## src/rtl/m3ua_data_tlv_parser_unit_macros.svh

```systemverilog
// assertion macros shared by the rtl
`ifndef M3UA_DATA_TLV_PARSER_UNIT_MACROS_SVH
`define M3UA_DATA_TLV_PARSER_UNIT_MACROS_SVH

// same-cycle implication, checked out of reset
`define M3UA_ASSERT_NOW(label, clk, rst_n, ante, cons) \
  label: assert property (@(posedge clk) disable iff (!rst_n) (ante) |-> (cons)) \
    else $error("m3ua parser assertion failed");

// next-cycle implication, checked out of reset
`define M3UA_ASSERT_NEXT(label, clk, rst_n, ante, cons) \
  label: assert property (@(posedge clk) disable iff (!rst_n) (ante) |=> (cons)) \
    else $error("m3ua parser assertion failed");

`endif

```

## src/rtl/m3ua_tlv_pkg.sv

```systemverilog
`default_nettype none
package m3ua_tlv_pkg;

  // protocol data parameter tag
  localparam logic [15:0] DATA_TAG = 16'h0210;
  // size of tag/length plus opc, dpc and routing bytes ahead of the payload
  localparam int unsigned DATA_HDR_BYTES = 16;
  localparam logic [7:0] SI_SCCP = 8'd3;
  localparam logic [7:0] HDR_ONE = 8'd1;

  // result status codes
  typedef enum logic [2:0] {
    ST_SCCP       = 3'd0,
    ST_NOT_SCCP   = 3'd1,
    ST_NO_DATA    = 3'd2,
    ST_BAD_HDR    = 3'd3,
    ST_SHORT_DATA = 3'd4,
    ST_MALFORMED  = 3'd5
  } status_t;

  // parse phase
  typedef enum logic [1:0] {
    PH_HEADER  = 2'd0,
    PH_SEARCH  = 2'd1,
    PH_CAPTURE = 2'd2,
    PH_DONE    = 2'd3
  } phase_t;

  // one result transaction
  typedef struct packed {
    status_t     status;
    logic [31:0] opc;
    logic [31:0] dpc;
    logic [7:0]  si;
    logic [15:0] payload_offset;
    logic [15:0] payload_length;
  } result_t;

endpackage
`default_nettype wire

```

## src/rtl/m3ua_tlv_walker.sv

```systemverilog
`default_nettype none
module m3ua_tlv_walker #(
  parameter int PosBits = 16
) (
  input  wire logic              clk,
  input  wire logic              rst_n,
  input  wire logic              step,
  input  wire logic [7:0]        data_byte,
  input  wire logic              last,
  output m3ua_tlv_pkg::result_t  res
);
  import m3ua_tlv_pkg::*;

  localparam int NpsW = ((PosBits > 16) ? PosBits : 16) + 1;
  localparam int Cw   = NpsW + 1;
  localparam int Lw   = (Cw > 32) ? Cw : 32;

  logic [PosBits-1:0] pos_r, pos_nxt;
  phase_t             phase_r, phase_nxt;
  logic [31:0]        usable_r, usable_nxt;
  logic [NpsW-1:0]    nps_r, nps_nxt;
  logic [15:0]        plen_r, plen_nxt;
  logic [31:0]        shift_r, shift_nxt;
  logic [31:0]        opc_r, opc_nxt;
  logic [31:0]        dpc_r, dpc_nxt;
  logic [7:0]         si_r, si_nxt;
  status_t            fstat_r, fstat_nxt;

  // per-byte parse step
  always_comb begin
    logic [PosBits-1:0] pos_max;
    logic               pos_ok;
    logic               considered;
    logic [Cw-1:0]      pos_c;
    logic [Cw-1:0]      nps3;
    logic [Cw-1:0]      nps4;
    logic [Cw-1:0]      idx;
    logic [16:0]        rnd;
    logic [15:0]        tag;
    logic [15:0]        len;
    logic [Cw-1:0]      off;
    status_t            st;

    pos_max    = '1;
    pos_ok     = (pos_r != pos_max);
    considered = (Lw'(pos_r) < Lw'(usable_r)) && pos_ok;
    pos_c      = Cw'(pos_r);
    nps3       = Cw'(nps_r) + Cw'(3);
    nps4       = Cw'(nps_r) + Cw'(4);
    idx        = pos_c - nps4;
    rnd        = '0;
    tag        = '0;
    len        = '0;

    pos_nxt    = pos_r;
    phase_nxt  = phase_r;
    usable_nxt = usable_r;
    nps_nxt    = nps_r;
    plen_nxt   = plen_r;
    shift_nxt  = shift_r;
    opc_nxt    = opc_r;
    dpc_nxt    = dpc_r;
    si_nxt     = si_r;
    fstat_nxt  = fstat_r;

    unique case (phase_r)
      PH_HEADER: begin
        if ((pos_r == PosBits'(0) || pos_r == PosBits'(2) || pos_r == PosBits'(3))
            && data_byte != HDR_ONE) begin
          fstat_nxt = ST_BAD_HDR;
          phase_nxt = PH_DONE;
        end else begin
          if (pos_r >= PosBits'(4) && pos_r <= PosBits'(7)) begin
            shift_nxt = {shift_r[23:0], data_byte};
          end
          if (pos_r == PosBits'(7)) begin
            usable_nxt = shift_nxt;
            phase_nxt  = PH_SEARCH;
          end
        end
      end
      PH_SEARCH: begin
        if (pos_ok && pos_c >= Cw'(nps_r) && pos_c <= nps3) begin
          shift_nxt = {shift_r[23:0], data_byte};
        end
        if (pos_ok && pos_c == nps3) begin
          if (Lw'(nps4) < Lw'(usable_r) && !last) begin
            tag      = shift_nxt[31:16];
            len      = shift_nxt[15:0];
            plen_nxt = len;
            if (tag == DATA_TAG) begin
              if (len < 16'(DATA_HDR_BYTES)) begin
                fstat_nxt = ST_SHORT_DATA;
                phase_nxt = PH_DONE;
              end else begin
                phase_nxt = PH_CAPTURE;
              end
            end else if (len < 16'd4) begin
              fstat_nxt = ST_MALFORMED;
              phase_nxt = PH_DONE;
            end else begin
              rnd     = (17'(len) + 17'd3) & ~17'd3;
              nps_nxt = nps_r + NpsW'(rnd);
            end
          end else begin
            fstat_nxt = ST_NO_DATA;
            phase_nxt = PH_DONE;
          end
        end
      end
      PH_CAPTURE: begin
        if (!considered) begin
          fstat_nxt = ST_MALFORMED;
          phase_nxt = PH_DONE;
        end else if (idx < Cw'(4)) begin
          opc_nxt = {opc_r[23:0], data_byte};
        end else if (idx < Cw'(8)) begin
          dpc_nxt = {dpc_r[23:0], data_byte};
        end else begin
          si_nxt    = data_byte;
          fstat_nxt = (data_byte == SI_SCCP) ? ST_SCCP : ST_NOT_SCCP;
          phase_nxt = PH_DONE;
        end
      end
      PH_DONE: begin
      end
      default: begin
      end
    endcase

    // result as seen after this byte
    unique case (phase_nxt)
      PH_HEADER:  st = ST_BAD_HDR;
      PH_SEARCH:  st = ST_NO_DATA;
      PH_CAPTURE: st = ST_MALFORMED;
      default:    st = fstat_nxt;
    endcase
    off = Cw'(nps_nxt) + Cw'(DATA_HDR_BYTES);

    res.status         = st;
    res.opc            = (st == ST_SCCP || st == ST_NOT_SCCP) ? opc_nxt : '0;
    res.dpc            = (st == ST_SCCP || st == ST_NOT_SCCP) ? dpc_nxt : '0;
    res.si             = (st == ST_SCCP || st == ST_NOT_SCCP) ? si_nxt : '0;
    res.payload_offset = (st == ST_SCCP) ? off[15:0] : '0;
    res.payload_length = (st == ST_SCCP) ? (plen_nxt - 16'(DATA_HDR_BYTES)) : '0;

    // position advance, or back to start after the last byte
    if (!last) begin
      if (pos_ok) begin
        pos_nxt = pos_r + PosBits'(1);
      end
    end else begin
      pos_nxt    = '0;
      phase_nxt  = PH_HEADER;
      usable_nxt = '1;
      nps_nxt    = NpsW'(8);
      plen_nxt   = '0;
      shift_nxt  = '0;
      opc_nxt    = '0;
      dpc_nxt    = '0;
      si_nxt     = '0;
      fstat_nxt  = ST_NO_DATA;
    end
  end

  // parse state
  always_ff @(posedge clk) begin
    if (!rst_n) begin
      pos_r    <= '0;
      phase_r  <= PH_HEADER;
      usable_r <= '1;
      nps_r    <= NpsW'(8);
      plen_r   <= '0;
      shift_r  <= '0;
      opc_r    <= '0;
      dpc_r    <= '0;
      si_r     <= '0;
      fstat_r  <= ST_NO_DATA;
    end else if (step) begin
      pos_r    <= pos_nxt;
      phase_r  <= phase_nxt;
      usable_r <= usable_nxt;
      nps_r    <= nps_nxt;
      plen_r   <= plen_nxt;
      shift_r  <= shift_nxt;
      opc_r    <= opc_nxt;
      dpc_r    <= dpc_nxt;
      si_r     <= si_nxt;
      fstat_r  <= fstat_nxt;
    end
  end

endmodule
`default_nettype wire

```

## src/rtl/m3ua_data_tlv_parser_unit.sv

```systemverilog
// latency: a result leaves after the last byte of a message is accepted, through
//   the input register, then the result register
// throughput: one message byte per cycle, except while a final byte waits on a stalled result
// a waiting result does not block bytes that carry no result
// reset: synchronous active-low rst_n clears valids and parse state to message start
`default_nettype none
`include "m3ua_data_tlv_parser_unit_macros.svh"
module m3ua_data_tlv_parser_unit #(
  parameter int POSITION_BITS = 16
) (
  input  wire logic        clk,
  input  wire logic        rst_n,
  input  wire logic        in_valid,
  output logic             in_stall,
  input  wire logic [7:0]  in_data_byte,
  input  wire logic        in_last,
  output logic             out_valid,
  input  wire logic        out_stall,
  output logic [2:0]       out_status,
  output logic [31:0]      out_origin_point_code,
  output logic [31:0]      out_destination_point_code,
  output logic [7:0]       out_service_indicator,
  output logic [15:0]      out_payload_offset,
  output logic [15:0]      out_payload_length
);
  import m3ua_tlv_pkg::*;

  logic        s1_valid_r, s1_valid_nxt;
  logic [7:0]  s1_byte_r;
  logic        s1_last_r;
  logic        s1_go;
  logic        in_take;
  result_t     step_res;
  result_t     res_r;
  logic        out_valid_r, out_valid_nxt;

  // input stage: a byte without a result never waits on the output side
  assign s1_go    = s1_valid_r && (!s1_last_r || !out_valid_r || !out_stall);
  assign in_stall = s1_valid_r && !s1_go;
  assign in_take  = in_valid && !in_stall;

  always_comb begin
    s1_valid_nxt = s1_valid_r;
    if (in_take) begin
      s1_valid_nxt = 1'b1;
    end else if (s1_go) begin
      s1_valid_nxt = 1'b0;
    end
  end

  always_ff @(posedge clk) begin
    if (!rst_n) begin
      s1_valid_r <= 1'b0;
    end else begin
      s1_valid_r <= s1_valid_nxt;
    end
  end

  always_ff @(posedge clk) begin
    if (in_take) begin
      s1_byte_r <= in_data_byte;
      s1_last_r <= in_last;
    end
  end

  // parse step
  m3ua_tlv_walker #(
    .PosBits (POSITION_BITS)
  ) u_walker (
    .clk       (clk),
    .rst_n     (rst_n),
    .step      (s1_go),
    .data_byte (s1_byte_r),
    .last      (s1_last_r),
    .res       (step_res)
  );

  // result register
  always_comb begin
    out_valid_nxt = out_valid_r;
    if (s1_go && s1_last_r) begin
      out_valid_nxt = 1'b1;
    end else if (!out_stall) begin
      out_valid_nxt = 1'b0;
    end
  end

  always_ff @(posedge clk) begin
    if (!rst_n) begin
      out_valid_r <= 1'b0;
    end else begin
      out_valid_r <= out_valid_nxt;
    end
  end

  always_ff @(posedge clk) begin
    if (s1_go && s1_last_r) begin
      res_r <= step_res;
    end
  end

  assign out_valid                  = out_valid_r;
  assign out_status                 = res_r.status;
  assign out_origin_point_code      = res_r.opc;
  assign out_destination_point_code = res_r.dpc;
  assign out_service_indicator      = res_r.si;
  assign out_payload_offset         = res_r.payload_offset;
  assign out_payload_length         = res_r.payload_length;

  // a final byte never overwrites a result that is still held
  `M3UA_ASSERT_NOW(a_no_overwrite, clk, rst_n,
    s1_valid_r && s1_last_r && out_valid_r && out_stall, in_stall && !s1_go)
  // payload fields only for a found sccp payload
  `M3UA_ASSERT_NOW(a_payload_only_sccp, clk, rst_n,
    out_valid && out_status != ST_SCCP, out_payload_offset == 16'd0 && out_payload_length == 16'd0)
  // point codes only when a data parameter was fully captured
  `M3UA_ASSERT_NOW(a_codes_only_data, clk, rst_n,
    out_valid && out_status != ST_SCCP && out_status != ST_NOT_SCCP,
    out_origin_point_code == 32'd0 && out_destination_point_code == 32'd0
    && out_service_indicator == 8'd0)
  // sccp status agrees with the service indicator
  `M3UA_ASSERT_NOW(a_sccp_si, clk, rst_n,
    out_valid && out_status == ST_SCCP, out_service_indicator == SI_SCCP)
  // a result appears only after a final byte went through the parse step
  `M3UA_ASSERT_NEXT(a_result_source, clk, rst_n,
    !out_valid_r && !(s1_go && s1_last_r), !out_valid)

endmodule
`default_nettype wire
```

## config.mk

```make
export PLATFORM = sky130hd
export DESIGN_NAME = m3ua_data_tlv_parser_unit
export DESIGN_NICKNAME = d
export VERILOG_FILES = /design/src/rtl/m3ua_tlv_pkg.sv /design/src/rtl/m3ua_tlv_walker.sv /design/src/rtl/m3ua_data_tlv_parser_unit.sv
export VERILOG_INCLUDE_DIRS = /design/src /design/src/rtl
export SDC_FILE = /design/constraint.sdc
export NUM_CORES = 1
export LEC_CHECK = 0
export ABC_AREA = 1
export BUFFER_PORTS_ARGS = -buffer_cell sky130_fd_sc_hd__buf_4
export CAP_MARGIN = 20
export CELL_PAD_IN_SITES_DETAIL_PLACEMENT = 2
export CELL_PAD_IN_SITES_GLOBAL_PLACEMENT = 2
export CORE_MARGIN = 3
export CORE_UTILIZATION = 30
export DETAILED_ROUTE_END_ITERATION = 8
export MAX_ROUTING_LAYER = met4
export PLACE_DENSITY = 0.72
export SYNTH_ARGS = -nofsm -noshare
export SYNTH_HDL_FRONTEND = slang
export SYNTH_HIERARCHICAL = 1
export SYNTH_SLANG_ARGS = --single-unit
export TNS_END_PERCENT = 5
```

## constraint.sdc

```tcl
create_clock -name clk -period 6.6 [get_ports clk]
set_clock_uncertainty 0.05 [all_clocks]
set_input_delay 0.66 -clock clk [delete_from_list [all_inputs] [get_ports clk]]
set_output_delay 0.66 -clock clk [all_outputs]
set_load 0.02 [all_outputs]
```

# == After elaboration in Yosys (flattened, before gate mapping) ==
# Cells that the tools add are included.
# word_totals
regBits,308
in_bits,13
output_inout_bits,109
# classes
order_cmp,10
n_mux,65
n_reduce_logical,33
add_sub_neg,8
eq_ne,16
# ops
operator,n
two-way mux 32 bit,18
two-way mux 17 bit,6
two-way mux 16 bit,6
one-hot mux 32 bit (2 select lines),1
two-way mux 8 bit,5
equality test 16 x 2 -> 1 bit (second input constant),2
less-than comparator 16 x 32 -> 1 bit,1
less-than comparator 18 x 32 -> 1 bit,1
two-way mux 3 bit,10
two-way mux 2 bit,10
adder 17 x 2 -> 18 bit (second input constant),1
adder 17 x 3 -> 18 bit (second input constant),1
equality test 16 x 18 -> 1 bit,1
<= comparator 16 x 18 -> 1 bit,1
less-than comparator 18 x 3 -> 1 bit (second input constant),1
less-than comparator 18 x 4 -> 1 bit (second input constant),1
one-hot mux 3 bit (3 select lines),2
subtractor 16 x 18 -> 18 bit,1
adder 16 x 2 -> 17 bit (second input constant),1
adder 17 bit,1
>= comparator 16 x 17 -> 1 bit,1
adder 16 x 1 -> 16 bit (second input constant),1
adder 16 x 5 -> 16 bit (second input constant),1
equality test 16 x 10 -> 1 bit (second input constant),1
other kinds (28),57

# == Depth between registers and ports, before layout ==
# logic_depth
word_depth,15
ltp_mapped,42
ltp_nobuf,41

# == Hierarchy ==
# The synthesis kept the hierarchy.
# modules_own_cells
mod,seq_area_each_um2,instances,cells_each,area_per_inst_um2
m3ua_tlv_walker,3763.6,1,2366,14495.2
m3ua_data_tlv_parser_unit,3523.4,1,135,3593.4

# == Least setup slack after synthesis ==
# OpenSTA, ideal clock, no wires.
# synth_timing
path_type,flip-flop to flip-flop
from,reg u_walker.nps_r[11]
to,"reg res_r, in the netlist out_payload_offset[15] (data pin)"
n_path_buf,2
required_ns,6.294
period_less_slack_ns,4.938
setup_slack_ns,1.662
stages_incl_launch_ff,41
setup_ns,0.256
arrival_ns,4.633
cell_sequence,dfxtp_1 clkbuf_1 inv_1 ha_1 nand2_1 inv_1 nand2_1 nor2_2 nand2_1 nand3_1 inv_1 nand2_1 nand3_4 buf_2 nand2_1 o21ai_0 nand2_1 nand4_1 (+5 left out) inv_1 ha_1 nand2_1 o21ai_0 a21o_1 a21oi_1 o21ai_0 nand3_1 nand2_1 nand3_1 nand2_1 xnor2_1 o21ai_1 nand2_1 nor2_1 nand4_1 nand2_1 nor2_1
# synth_via
elab_chain_len,14
word_cells_on_any_way,49
# synth_lines
item,line,source
start: declaration,m3ua_tlv_walker.sv:21,"logic [NpsW-1:0] nps_r, nps_nxt;"
start signal: assignment,m3ua_tlv_walker.sv:172,nps_r <= NpsW'(8);
start signal: assignment,m3ua_tlv_walker.sv:183,nps_r <= nps_nxt;
"parallel branches: the longest is 14 deep, another holds adder 17 x 2 -> 18 bit",n/a,
end signal: assignment,m3ua_data_tlv_parser_unit.sv:98,res_r <= step_res;
end: declaration,m3ua_data_tlv_parser_unit.sv:34,result_t res_r;
# Several ways; the timed one is not identified. The select of a mux whose other input is x is not followed.
# A chain may end at the register's enable or synchronous reset.

# == Worst setup path in the final report ==
# layout_timing
from,reg u_walker.nps_r[2]
to,"reg res_r, in the netlist out_payload_offset[15] (data pin)"
# Same word-level chain as after synthesis.

==> results.md <==
* Clk pwr share at 46.6%
* Vias per inst at 5.120
* CTS buffer count at 40
* Most frequent cell after synthesis: nand2_1
* Switching Share at 27.21%
* Worst Reg-to-Reg Cells at 40
* Number of synthesized flops with an enable pin at 116
* Combinational power share at a little under a tenth
* Pleak at between 9 and 10 nW
* Slowest cell on the critical path: dfxtp_1
* Filler cells at 6924
* Hold wc startpoint: in_data_byte[4]
* Hold/Removal Path Class: in2reg
* Largest family of logic cells by synthesized area: simple AND/OR/NAND/NOR gates
* CP delay by family, top: simple AND/OR/NAND/NOR gates
* Routed vias at between 15k and 20k
* Wire length on met1 at 31570 um
* Seq/Total Area, Yosys at 40.28%
* Top layer in use: met4
* Reg-to-Reg End: out_payload_offset[15]
* CP max FO at 10
* Register area at 7292 um2
* Routed wl met3 at about 1900 um
* Post-CTS setup buffers at 0
* Clock sinks at just over 300
* Status: finished clean
* NetSw at about 1.2 mW
* Post-Synth Simple-Gate Area at 25.19%
* Final critical-path share of the clock period at approximately nine tenths
* Clk Latency, worst-skew pair at 580 ps
* DIE AREA at roughly 63000 um2
* GRT Overall Usage at 22.13%
* Fin area at 20990 um2
* Initial antenna violation count at 0
* CTS Buffer Depth at 3
* CTS root buffer: clkbuf_16
* Synth area leader: dfxtp_1
* Wire length per cell at 20.45 um
* Max Freq at 170.3 MHz
* Pwr Density at 217.6 nW/um2
* Fin. Hold Viols at 0
* Setup slack, reg-to-reg at roughly 730 ps
* # H-tree levels at 2
* Worst path most repeated cell: nand2_1
* RSZ-0062 raised after global routing: false
* Final setup vio count at 0
* HPWL after detailed placement at just over 50000 um
* Die height at 251.6 um
* DRC at 0
* Worst Hold Path Cells at 1
* Total Neg Setup Slack at 0 ps
* Number of global-route vias before repair at about 19k
* Setup crit end kind: register
* Syn avg cell area at 7.233 um2
* Synth top area share at 21.03%
* Starting Density at 30.48%
* Synth top area cells: dfxtp_1, edfxtp_1, nand2_1
* Area of the multi-input gates at 8810 um2
* Area growth syn-to-layout at 16.05%
* Yosys reg bits at 306
* Detailed Route WL at ~69000 um
* Tightest Pin Transition at 1059 ps
* Count of cell types in the netlist at 58
* Global-route wire length before repair at approximately 110000 um
* Port Buffers at ~120
* Cell Area, Synth at 18090 um2
* Crit path time final at slightly below 6000 ps
* Final GP Congestion at 0.8592
* Sequential Power Share at 44.2%
* Adder-cell share of the synthesized area at 6.613%
* MaxCap Viol Count at 0
* ANT cells at 0
* Critical path startpoint category: register
* Cell count after synthesis at 2501
* Reg-to-Reg Start: u_walker/nps_r[2]
* Most frequent cells after synthesis: nand2_1, inv_1, nor2_1
* Final antenna-violating net count at 0
* Total congestion overflow at 0
* Number of buffers and inverters on the critical path at 4
* Met2 WL at roughly 35000 um
* Chip width at 251.6 um
* Row cnt at 89
* XOR/XNOR Fraction of Synth Area at 2.227%
* Worst setup path class: reg2reg
* Slew HR at 29.40%
* Post-CTS Resized at 0
* Clock slew at reported path FFs at 60 ps
* Core area at 59350 um2
* Internal power at between 3 and 4 mW
* Fin. max-slew vios at 0
* Worst hold path endpoint: s1_byte_r[4]
* CTS tree: done
* Mux contribution to synthesized area at 0%
* Compound-cell area share of the yosys netlist at 14.54%
* Layout cells sized above 1 at 10.79%
* CTS Hold Bufs at 0
* Crit-path max cell delay at around 400 ps
* Pin count of the biggest net entering global routing at 79
* Yosys warns at 6
* Drt pass-1 iters at 5
* Initial DRC count at 713
* Required time of the worst setup path at ~7000 ps
* DP Area at 19720 um2
* VDD IR max at 0.1649 mV
* Nets at roughly 2.7k
* Main synth FF type: dfxtp_1
* Critical Path AT at 6230 ps
* Top Ports at about 120
* Ys async rst share at 0%
## through the flow
step	power, mW	util, %	cells	worst slack (ps)	hold slack (ps)
finish	4.567	35.37	3387	728.0	222.1
CTS	4.634	35.34	3387	557.9	194.5
global placement	2.466	33.23	3314	908.9	401.7
floorplan	2.316	-	2502	1662	390.6
detailed placement	2.481	33.23	3314	628.5	410.5
global route	4.750	35.37	3387	30.27	191.1
## worst max path at each step
stage	start	endpoint	slack, ps	depth (start not counted)
floorplan	u_walker/nps_r[11]	out_payload_offset[15]	1660	40
CTS	u_walker/nps_r[12]	out_payload_offset[15]	560	35
finish	u_walker/nps_r[2]	out_payload_offset[15]	730	40
global placement	u_walker/nps_r[11]	out_payload_offset[15]	910	37
detailed placement	u_walker/nps_r[13]	out_payload_offset[15]	630	35
global route	u_walker/nps_r[2]	out_payload_offset[15]	30	40
## cell type report
type                       instances  area share (%)
multi-input combinational       1680           41.97
sequential                       306           34.74
inverter                         407           7.314
timing repair buffer             148           5.388
clock buffer                      50           5.043
tap                              773           4.607
clock inverter                    23          0.9418
## registers in the layout, indices dropped and copies added (netlist names), 16 cells and up
signal	count
u_walker/plen_r	16
u_walker/opc_r	32
u_walker/usable_r	32
out_payload_length	16
u_walker/shift_r	32
out_destination_point_code	32
out_payload_offset	16
out_origin_point_code	32
u_walker/dpc_r	32
u_walker/pos_r	16
## cell usage in the layout, fill, tap and decap left out, types with 90 or more instances in the layout
master,synthesis,final
a21oi_1,131,131
buf_4,7,145
dfxtp_1,190,186
edfxtp_1,116,116
ha_1,94,94
inv_1,391,387
nand2_1,589,588
nand3_1,106,106
nor2_1,273,271
o21ai_0,90,90
## cell families after synthesis
family,Yosys count
AOI/OAI and AO/OA,457
buffers and inverters,516
adders and majority gates,95
and+or+nand+nor,1080
other,1
DFF,306
xor gates and xnor gates,46
## power groups by stage
stage                     Sequential [mW]  Combinational, mW  Clock, mW
after floorplan                      2.07              0.247          0
after global placement               2.06              0.409          0
after detailed placement             2.06              0.421          0
after CTS                            2.02              0.422       2.19
after global routing                 2.02              0.461       2.27
final                                2.02              0.420       2.13
## worst reg2reg max path, delay by kind of cell, from the launching register on
kind / cells / cell delay, ps
AO/OA/AOI/OAI: 5 / 790
XOR/XNOR: 1 / 130
adder cells (fa/ha/maj): 2 / 650
buffers and inverters: 4 / 400
flip-flops: 1 / 400
AND/OR/NAND/NOR: 28 / 3300
## metal layers
layer | vias to the layer above | GRT usage (%)
met5 | - | -
met4 | 0 | 3.978
li1 | 8305 | -
met2 | 212 | 38.57
met3 | 77 | 2.804
met1 | 8747 | 27.80
Power figures use the tool's default switching activity.
